<file path="src/sv/pwbm_pkg.sv">
// Package for the profile window best match unit.
// Holds sizes, codes, channel structs and the saturation helpers.
// No dependencies.
package pwbm_pkg;

  localparam int TEMPLATE_MAX  = 32;
  localparam int MAX_SEQ_LEN   = 2048;
  localparam int ALPHABET_SIZE = 21;
  localparam int CHAIN_COUNT   = 3;
  localparam int SCORE_WIDTH   = 16;

  localparam int TAIL_DROP = 5;
  localparam int CYS_CODE  = 1;
  localparam int NCELL     = (TEMPLATE_MAX > TAIL_DROP) ? TEMPLATE_MAX : TAIL_DROP + 1;
  localparam int CELL_W    = $clog2(NCELL);
  localparam int TLW       = $clog2(TEMPLATE_MAX + 1);
  localparam int CNT_W     = $clog2(MAX_SEQ_LEN + 2);
  localparam int CMP_W     = CNT_W + 8;
  localparam int ALPHA_AW  = $clog2(ALPHABET_SIZE);

  localparam int SUM_W     = 21;
  localparam int START_W   = 11;
  localparam int OSCORE_W  = 20;
  localparam int TLEN_W    = 6;
  localparam int MINLEN_W  = 12;
  localparam int RES_W     = 5;
  localparam int TPOS_W    = 5;
  localparam int TRES_W    = 5;
  localparam int TCH_W     = 2;
  localparam int TVAL_W    = 16;
  localparam int STATUS_W  = 2;
  localparam int OUT_CHAINS = 3;

  localparam int IN_DATA_W  = 40;
  localparam int OUT_DATA_W = 96;
  localparam int CFG_DATA_W = 12;
  localparam int OUT_LANE_W = OSCORE_W + START_W;

  localparam logic MODE_SEQ   = 1'b0;
  localparam logic MODE_TABLE = 1'b1;

  localparam logic CFG_TLEN   = 1'b0;
  localparam logic CFG_MINLEN = 1'b1;

  typedef enum logic [STATUS_W-1:0] {
    STAT_OK     = 2'd0,
    STAT_BAD    = 2'd1,
    STAT_FEWCYS = 2'd2
  } status_t;

  typedef logic signed [SUM_W-1:0]       sum_t;
  typedef logic signed [SCORE_WIDTH-1:0] score_t;

  typedef struct packed {
    logic                                valid;
    logic [START_W-1:0]                  start;
    logic [CHAIN_COUNT-1:0][SUM_W-1:0]   sums;
  } win_t;

  typedef struct packed {
    logic shift;
    logic clear;
    logic add;
  } cell_ctl_t;

  typedef struct packed {
    logic [CHAIN_COUNT-1:0] en;
    logic [ALPHA_AW-1:0]    addr;
    logic [SCORE_WIDTH-1:0] data;
  } tbl_wr_t;

  function automatic logic [SCORE_WIDTH-1:0] sat_score(input logic [TVAL_W-1:0] v);
    logic signed [33:0] x;
    logic signed [33:0] hi;
    logic signed [33:0] lo;
    x  = 34'($signed(v));
    hi = (34'sd1 <<< (SCORE_WIDTH - 1)) - 34'sd1;
    lo = -(34'sd1 <<< (SCORE_WIDTH - 1));
    if (x > hi) x = hi;
    if (x < lo) x = lo;
    return x[SCORE_WIDTH-1:0];
  endfunction

  function automatic logic [SUM_W-1:0] sat_add(input logic [SUM_W-1:0] s,
                                               input logic [SCORE_WIDTH-1:0] v);
    logic signed [33:0] t;
    logic signed [33:0] hi;
    logic signed [33:0] lo;
    t  = 34'($signed(s)) + 34'($signed(v));
    hi = (34'sd1 <<< (SUM_W - 1)) - 34'sd1;
    lo = -(34'sd1 <<< (SUM_W - 1));
    if (t > hi) t = hi;
    if (t < lo) t = lo;
    return t[SUM_W-1:0];
  endfunction

endpackage

</file>
<file path="src/sv/pwbm_ram.sv">
// Generic single-port-write, registered-read RAM.
// No dependencies.
module pwbm_ram #(
  parameter int WIDTH = 16,
  parameter int DEPTH = 32
) (
  input  logic                     clk,
  input  logic                     we,
  input  logic [$clog2(DEPTH)-1:0] waddr,
  input  logic [WIDTH-1:0]         wdata,
  input  logic                     re,
  input  logic [$clog2(DEPTH)-1:0] raddr,
  output logic [WIDTH-1:0]         rdata
);

  logic [WIDTH-1:0] mem [DEPTH];

  always_ff @(posedge clk) begin
    if (we) begin
      mem[waddr] <= wdata;
    end
    if (re) begin
      rdata <= mem[raddr];
    end
  end

endmodule

</file>
<file path="src/sv/pwbm_cell.sv">
// One template-position cell: score table column and one window in flight.
// Depends on pwbm_pkg and pwbm_ram.
module pwbm_cell (
  input  logic                        clk,
  input  logic                        rst_n,
  input  pwbm_pkg::tbl_wr_t           tbl_wr,
  input  logic                        rd_en,
  input  logic [pwbm_pkg::ALPHA_AW-1:0] rd_addr,
  input  pwbm_pkg::cell_ctl_t         ctl,
  input  pwbm_pkg::win_t              win_i,
  output pwbm_pkg::win_t              win_o
);
  import pwbm_pkg::*;

  logic [SCORE_WIDTH-1:0] tbl [CHAIN_COUNT];
  win_t win_r;
  win_t win_nxt;

  for (genvar k = 0; k < CHAIN_COUNT; k++) begin : g_chain
    pwbm_ram #(
      .WIDTH(SCORE_WIDTH),
      .DEPTH(ALPHABET_SIZE)
    ) u_ram (
      .clk   (clk),
      .we    (tbl_wr.en[k]),
      .waddr (tbl_wr.addr),
      .wdata (tbl_wr.data),
      .re    (rd_en),
      .raddr (rd_addr),
      .rdata (tbl[k])
    );
  end

  always_comb begin
    win_nxt = win_r;
    if (ctl.clear) begin
      win_nxt.valid = 1'b0;
    end else if (ctl.shift) begin
      win_nxt.valid = win_i.valid;
      win_nxt.start = win_i.start;
      for (int k = 0; k < CHAIN_COUNT; k++) begin
        win_nxt.sums[k] = ctl.add ? sat_add(win_i.sums[k], tbl[k]) : win_i.sums[k];
      end
    end
  end

  always_ff @(posedge clk) begin
    if (!rst_n) begin
      win_r <= '0;
    end else begin
      win_r <= win_nxt;
    end
  end

  assign win_o = win_r;

endmodule

</file>
<file path="config.mk">
export PLATFORM = sky130hd
export DESIGN_NAME = pwbm_cell
export DESIGN_NICKNAME = d
export VERILOG_FILES = /design/src/sv/pwbm_pkg.sv /design/src/sv/pwbm_ram.sv /design/src/sv/pwbm_cell.sv
export SDC_FILE = /design/constraint.sdc
export NUM_CORES = 1
export LEC_CHECK = 0
export BUFFER_PORTS_ARGS = -buffer_cell sky130_fd_sc_hd__buf_2
export CAP_MARGIN = 20
export CORE_ASPECT_RATIO = 0.75
export CORE_MARGIN = 1.5
export CORE_UTILIZATION = 41
export DETAILED_ROUTE_END_ITERATION = 16
export GPL_TIMING_DRIVEN = 0
export PLACE_DENSITY = 0.57
export SYNTH_ARGS = -nofsm -noshare
export SYNTH_HDL_FRONTEND = slang
export SYNTH_SLANG_ARGS = --single-unit
</file>
<file path="constraint.sdc">
create_clock -name clk -period 3.1 [get_ports clk]
set_input_delay 0.155 -clock clk [delete_from_list [all_inputs] [get_ports clk]]
set_output_delay 0.155 -clock clk [all_outputs]
set_load 0.01 [all_outputs]
</file>
==> results of run 1 <==
cells by family (layout without fill, tap and decap cells):
family / count (synthesis) / in the layout / synth area share
other: 0 / 7 / 0
buffers and inverters: 158 / 703 / 0.0135
AO/OA/AOI/OAI: 451 / 451 / 0.0584
flip-flops: 1131 / 1131 / 0.715
adder cells (fa/ha/maj): 68 / 68 / 0.0187
XOR/XNOR: 47 / 47 / 0.00886
AND/OR/NAND/NOR: 325 / 325 / 0.0344
multiplexers: 341 / 341 / 0.151
sequential cells by signal, indices dropped and copies added (netlist names):
| register | flops |
|---|---|
| g_chain.u_ram.rdata | 48 |
| win_o | 75 |
| g_chain.u_ram.mem | 1008 |
path summary, 6_finish.rpt:
path                                                          start                                    end  cells after the start
worst max register to register  g_chain[2].u_ram.rdata[2]$_DFFE_PP_                 win_o[45]$_SDFFE_PN0P_                     10
worst min register to register               win_o[70]$_SDFFE_PN0P_                 win_o[70]$_SDFFE_PN0P_                      2
worst max-delay path            g_chain[2].u_ram.rdata[2]$_DFFE_PP_                 win_o[45]$_SDFFE_PN0P_                     10
worst min-delay path                                      tbl_wr[2]  g_chain[1].u_ram.mem[14][2]$_DFFE_PP_                      1
final cells by class:
type / instances / area (um^2) / share of cell area
flip-flops and latches: 1131 / 33200 / 0.604
multi-input cells: 1232 / 12800 / 0.233
repair buffers: 342 / 2970 / 0.0540
clock buffers: 129 / 2870 / 0.0521
well taps: 1512 / 1890 / 0.0344
clock inverters: 75 / 571 / 0.0104
plain buffers: 135 / 568 / 0.0103
inverters: 22 / 82.6 / 0.00150
diodes: 7 / 17.5 / 0.000318
synthesized netlist by cell type, types with 8 or more instances:
library cell     n
and3_1          13
o21ai_0        110
mux2i_1         52
buf_2           16
nor2_1         107
a21o_1          33
dfxtp_1         75
xnor2_1         32
nand2_1         65
a31oi_1         12
o211ai_1        17
nor3_1           8
inv_1           22
o21a_1           9
edfxtp_1      1056
nand3_1         19
and2_1          65
mux4_2         288
nor2b_1         12
nand2b_1         8
ha_1            63
buf_1           20
xor2_1          15
a21oi_1        185
a21boi_0        14
clkbuf_1        97
a211oi_1        12
or3_1            9
power groups by stage:
stage               Combinational [mW]  Clock, mW  Sequential [mW]
finish                            3.33       12.9             17.1
global route                      3.59       13.7             17.1
CTS                               3.14       13.2             17.1
detailed placement                2.97          0             17.4
global placement                  2.88          0             17.4
floorplan                         1.76          0             17.4
what timing repair did:
item,4_1_cts,5_1_grt
resized for setup,20,46
setup buffers,9,20
gates cloned,0,1
setup endpoints to repair,51,61
hold buffers,83,5
pin swaps,5,30
endpoints found under the hold margin,209,117
worst max-delay path: stages, from the launching register on:
cell      delay (ns)
edfxtp_1        0.37
ha_1            0.34
nor2b_2         0.18
o31a_1          0.31
o311a_1         0.40
o22a_2          0.27
a31o_4          0.27
mux2i_4         0.31
buf_12          0.15
nand4_1         0.18
o21ai_1         0.23
metal layers:
metal	global-route usage	up-vias
met4	0.0544	0
met3	0.0419	171
met2	0.325	917
li1	-	11200
met5	0	-
met1	0.320	13600
==> summary.md, run 1 <==
| Metric | Value |
|---|---|
| Status | finished with violations |
| Failing checks | setup timing |
| Crit path max fanout | 5 |
| Worst VDD drop | 0.000456 V |
| Main area contributors after synthesis | edfxtp_1 (68%), mux4_2 (14%), dfxtp_1 (3.2%), a21oi_1 (2.0%), ha_1 (1.7%) |
| Worst Setup End Kind | flip-flop |
| Fillers | 9357 |
| GPL Wtd Cong | 0.875 |
| Pwr per Cell Area | 606 nW/um^2 |
| Routed wl met3 | 8.80 mm |
| Fraction of layout cells with a size suffix above 1 | 0.253 |
| Post-layout util | 0.492 |
| CTS root buffer | clkbuf_16 |
| Top Metal Used | met4 |
| Seq/Total Area, Yosys | 0.715 |
| Initial antenna violation count | 9 |
| Fmax | 322 MHz |
| Most frequent cells in the layout | edfxtp_1 (1056), mux4_2 (288), buf_2 (189) |
| Fin Hold WS | 0.0309 ns |
| Num rows | 106 |
| Commonest non-fill, non-tap cell in the layout | edfxtp_1 |
| I/O pin cnt | 185 |
| CTS Sinks | 1131 |
| First-pass GRT wire length | 178 mm |
| Reg2reg setup slack | -0.004 ns |
| Most used DFF post-synth | edfxtp_1 |
| Net count after synthesis | 2697 |
| Total GRT Usage | 0.215 |
| Static Leak | 18.4 nW |
| Flop pwr share | 0.512 |
| Die Span Y | 295 um |
| Internal | 25.5 mW |
| Final worst path period share | 1.00 |
| Seq cells post-synth | 1131 |
| Largest net degree at the start of global routing | 64 |
| Routed vias/inst | 5.65 |
| Slew Limit Headroom | 0.225 |
| Synth unique cells | 73 |
| Clk buf depth | 3 |
| Clock Power Share | 0.388 |
| Synth-to-layout area growth | 18.4% |
| Wl on met1 | 56.0 mm |
| Post-route DRC | 0 |
| Via Count | 25900 |
| Met2 WL post-DR | 56.6 mm |
| Fin crit period | 3.10 ns |
| Starting Density | 0.415 |
| Yosys top cell by area | edfxtp_1 |
| Combinational Power Share | 0.100 |
| Starting DRT DRC Count | 2404 |
| Final setup fails | 2 |
| Post-placement cell area | 49600 um^2 |
| Required @ worst endpoint | 3.73 ns |
| Crit start category | flip-flop |
| Routed Antenna Nets | 0 |
| Design area | 55000 um^2 |
| Synth top area share | 0.683 |
| TritonCTS Buffers | 109 |
| Skew final | 0.0285 ns |
| Layout net count | 3149 |
| Final Hold Fails | 0 |
| Post-route setup TNS | -0.00805 ns |
| Sw frac | 0.236 |
| Asr flop ratio synth | 0 |
| P_sw | 7.87 mW |
| RSZ-0062 raised after global routing | yes |
| Post-synthesis cell count | 2521 |
| Drt wl/cell | 27.1 um |
| Final Max Tran Viols | 0 |
| Die ar. | 115000 um^2 |
| Post-synthesis instance area | 46500 um^2 |
| CP Class | reg -> reg |
| Vias in the first global route | 25900 |
| Final non-filler cell total | 4585 |
| Min-delay worst type | in -> reg |
| First drt pass iteration count | 5 |
| Clock Latency Late Sink | 0.72 ns |
| Critical path arrival | 3.73 ns |
| Avg Cell Area, Syn | 18.4 um^2 |
| Post-synth EDFFs | 1056 |
| Core Region | 112000 um^2 |
| H-tree levels | 3 |
| Pre-CTS WS | -0.805 ns |
| CTS tree | done |
| Detailed Route WL | 124 mm |
| Clk slew on worst S/H paths | 0.06 ns |
| GRT overflow | 0 |
| DP HPWL | 83.6 mm |
| MaxCap Viol Count | 0 |
| IO Port Bufs | 176 |
| Final WS setup | -0.00420 ns |
| Yosys warning total | 0 |
| Slew @ Worst Pin | 1.16 ns |
| Die span in x | 392 um |
| Placed Instances | 4228 |
| Total power | 33.4 mW |
Note: power is estimated with default switching activity, not from simulation.
==> run 2: changes to the inputs <==
CORE_UTILIZATION = 25   (was 41)
CTS_BUF_LIST = sky130_fd_sc_hd__clkbuf_16   (was not set)
PLACE_DENSITY = 0.39   (was 0.57)
==> summary.md, run 2 (synthesis results as in run 1) <==
| Metric | Value |
|---|---|
| Post-route setup TNS | -0.00231 ns (+0.00574 ns) |
| Routed Antenna Nets | 0 (unchanged) |
| Pwr per Cell Area | 609 nW/um^2 (+0.49%) |
| Placed Instances | 5214 (+23%) |
| Clk slew on worst S/H paths | 0.07 ns (about the same) |
| Final Hold Fails | 0 (unchanged) |
| Fillers | 17900 (+91%) |
| Detailed Route WL | 138 mm (+11%) |
| Status | finished with violations |
| Most frequent cells in the layout | edfxtp_1 (1056), mux4_2 (288), buf_2 (189) |
| Combinational Power Share | 0.099 (about the same) |
| GPL Wtd Cong | 0.838 (-4.2%) |
| GRT overflow | 0 (unchanged) |
| Cells on worst reg2reg path | 13 (+3) |
| Drt wl/cell | 24.7 um (-9.0%) |
| Final WS setup | -0.00231 ns (+0.00189 ns) |
| Crit start category | flip-flop |
| CP Class | reg -> reg |
| Fin crit period | 3.10 ns (-0.00189 ns) |
| Final setup fails | 1 (-1) |
| MaxCap Viol Count | 0 (unchanged) |
| Min-delay worst type | in -> reg |
| Required @ worst endpoint | 3.76 ns (+0.03 ns) |
| Post-layout util | 0.311 (-0.181) |
| Final worst path period share | 1.00 (about the same) |
| Critical path arrival | 3.76 ns (+0.03 ns) |
| Slew @ Worst Pin | 1.08 ns (-0.0826 ns) |
| Starting Density | 0.253 (-0.162) |
| Via Count | 25800 (-0.32%) |
| Max reg flops | 1008 (unchanged) |
| Worst VDD drop | 0.000438 V (-4.0%) |
| Post-route DRC | 0 (unchanged) |
| Flop pwr share | 0.490 (-0.022) |
| I/O pin cnt | 185 (unchanged) |
| Synth-to-layout area growth | 23.0% |
| Failing checks | setup timing |
| Final Max Tran Viols | 0 (unchanged) |
| Starting DRT DRC Count | 2128 (-11%) |
| Fraction of layout cells with a size suffix above 1 | 0.259 (+0.00593) |
| Hold path depth | 3 (+2) |
| Crit path max fanout | 8 (+3) |
| Total GRT Usage | 0.145 (-0.0705) |
| Clock Latency Late Sink | 0.76 ns (+0.04 ns) |
| CTS tree | done |
| Layout net count | 3186 (+1.2%) |
| Slew Limit Headroom | 0.280 (+0.0550) |
| Final non-filler cell total | 5593 (+22%) |
| Clock Power Share | 0.411 (+0.023) |
| Num rows | 136 (+28%) |
| Die ar. | 188000 um^2 (+63%) |
| Die Span Y | 376 um (+28%) |
| Fmax | 322 MHz (about the same) |
| CTS Sinks | 1131 (unchanged) |
| CTS root buffer | clkbuf_16 |
| Core Region | 184000 um^2 (+64%) |
| Skew final | 0.0437 ns (+0.0153 ns) |
| Worst Setup End Kind | flip-flop |
| Initial antenna violation count | 13 (+4) |
| Vias in the first global route | 26500 (+2.4%) |
| Die span in x | 501 um (+28%) |
| Commonest non-fill, non-tap cell in the layout | edfxtp_1 |
| Sw frac | 0.235 (-0.000609) |
| Largest net degree at the start of global routing | 64 (unchanged) |
| Static Leak | 18.9 nW (+2.7%) |
| DP HPWL | 95.5 mm (+14%) |
| H-tree levels | 3 (unchanged) |
| RSZ-0062 raised after global routing | yes |
| Most flops, register | g_chain.u_ram.mem |
| Clk buf depth | 3 (unchanged) |
| First-pass GRT wire length | 196 mm (+10%) |
| Pre-CTS WS | -1.04 ns (-0.231 ns) |
| P_sw | 8.20 mW (+4.1%) |
| IO Port Bufs | 176 (unchanged) |
| Routed vias/inst | 4.62 (-18%) |
| TritonCTS Buffers | 116 (+6.4%) |
| First drt pass iteration count | 5 (unchanged) |
| Internal | 26.6 mW (+4.5%) |
run 2: cell types whose count changed in the layout (fill, tap and decap cells not counted), moves of 6 or more:
cell | before | now
dlygate4sd3_1 | 88 | 98
clkinv_2 | 26 | 18
o21ai_1 | 6 | 12
clkbuf_1 | 109 | 89
buf_16 | 12 | 21
bufinv_16 | 6 | 17
clkbuf_16 | 113 | 122
inv_1 | 21 | 41
run 2: worst max-delay path, stage by stage (launching register included):
cell and delay [ns]:
edfxtp_1 0.38, ha_2 0.19, inv_2 0.06, fa_2 0.20, nor2b_1 0.06, o31a_1 0.28
o311a_1 0.42, o22a_2 0.29, a31o_4 0.28, o31ai_4 0.26, buf_12 0.17, clkbuf_16 0.15
o211ai_1 0.11, a21oi_1 0.18
run 2: repair_timing:
action / CTS / global route
endpoints found under the hold margin: 377 / 68
buffers inserted: 5 / 28
gates cloned: 0 / 1
pin swaps: 5 / 31
endpoints found under the setup margin: 79 / 88
gates resized for setup: 24 / 48
hold buffers: 93 / 5
run 2: area by class of cell:
class / count / area (um^2) / area share
well taps: 2484 / 3110 / 0.0544
repair buffers: 373 / 3530 / 0.0617
diodes: 5 / 12.5 / 0.000219
plain buffers: 134 / 567 / 0.00992
clock inverters: 95 / 892 / 0.0156
inverters: 22 / 82.6 / 0.00144
multi-input cells: 1232 / 12800 / 0.225
flip-flops and latches: 1131 / 33200 / 0.581
clock buffers: 117 / 2930 / 0.0512
run 2: metrics by stage:
step / instance area (um^2) / hold slack, ns / total power, mW
global placement: 50400 / 0.346 / 20.4
CTS: 56000 / 0.0295 / 35.1
finish: 57200 / 0.122 / 34.8
floorplan: 46500 / 0.231 / 19.2
detailed placement: 51200 / 0.375 / 20.5
global route: 57200 / 0.0623 / 36.1
run 2: power by group through the flow:
stage | clock network [mW] | registers (mW) | logic [mW]
3_5_place_dp | 0 | 17.4 | 3.13
5_1_grt | 15.2 | 17.1 | 3.74
6_report | 14.3 | 17.1 | 3.45
4_1_cts | 14.7 | 17.1 | 3.30
3_3_place_gp | 0 | 17.4 | 3.03
2_1_floorplan | 0 | 17.4 | 1.76
run 2: path summary, 6_finish.rpt:
| check | startpoint | to | slack, ns |
|---|---|---|---|
| setup reg to reg | g_chain[2].u_ram.rdata[0]$_DFFE_PP_ | win_o[52]$_SDFFE_PN0P_ | -0.002 |
| hold / removal | tbl_wr[18] | g_chain[2].u_ram.mem[0][0]$_DFFE_PP_ | 0.12 |
| setup / recovery | g_chain[2].u_ram.rdata[0]$_DFFE_PP_ | win_o[52]$_SDFFE_PN0P_ | -0.002 |
| hold reg to reg | win_o[71]$_SDFFE_PN0P_ | win_o[71]$_SDFFE_PN0P_ | 0.47 |
run 2: routing by layer:
layer  routed length, um  vias up  track usage  share of wire
met4                2760        0       0.0327          0.020
li1                    -    11300            -              -
met1               66300    13700        0.211           0.48
met2               62900      629        0.224           0.46
met5                   0        -            0              0
met3                6110      190       0.0242          0.044
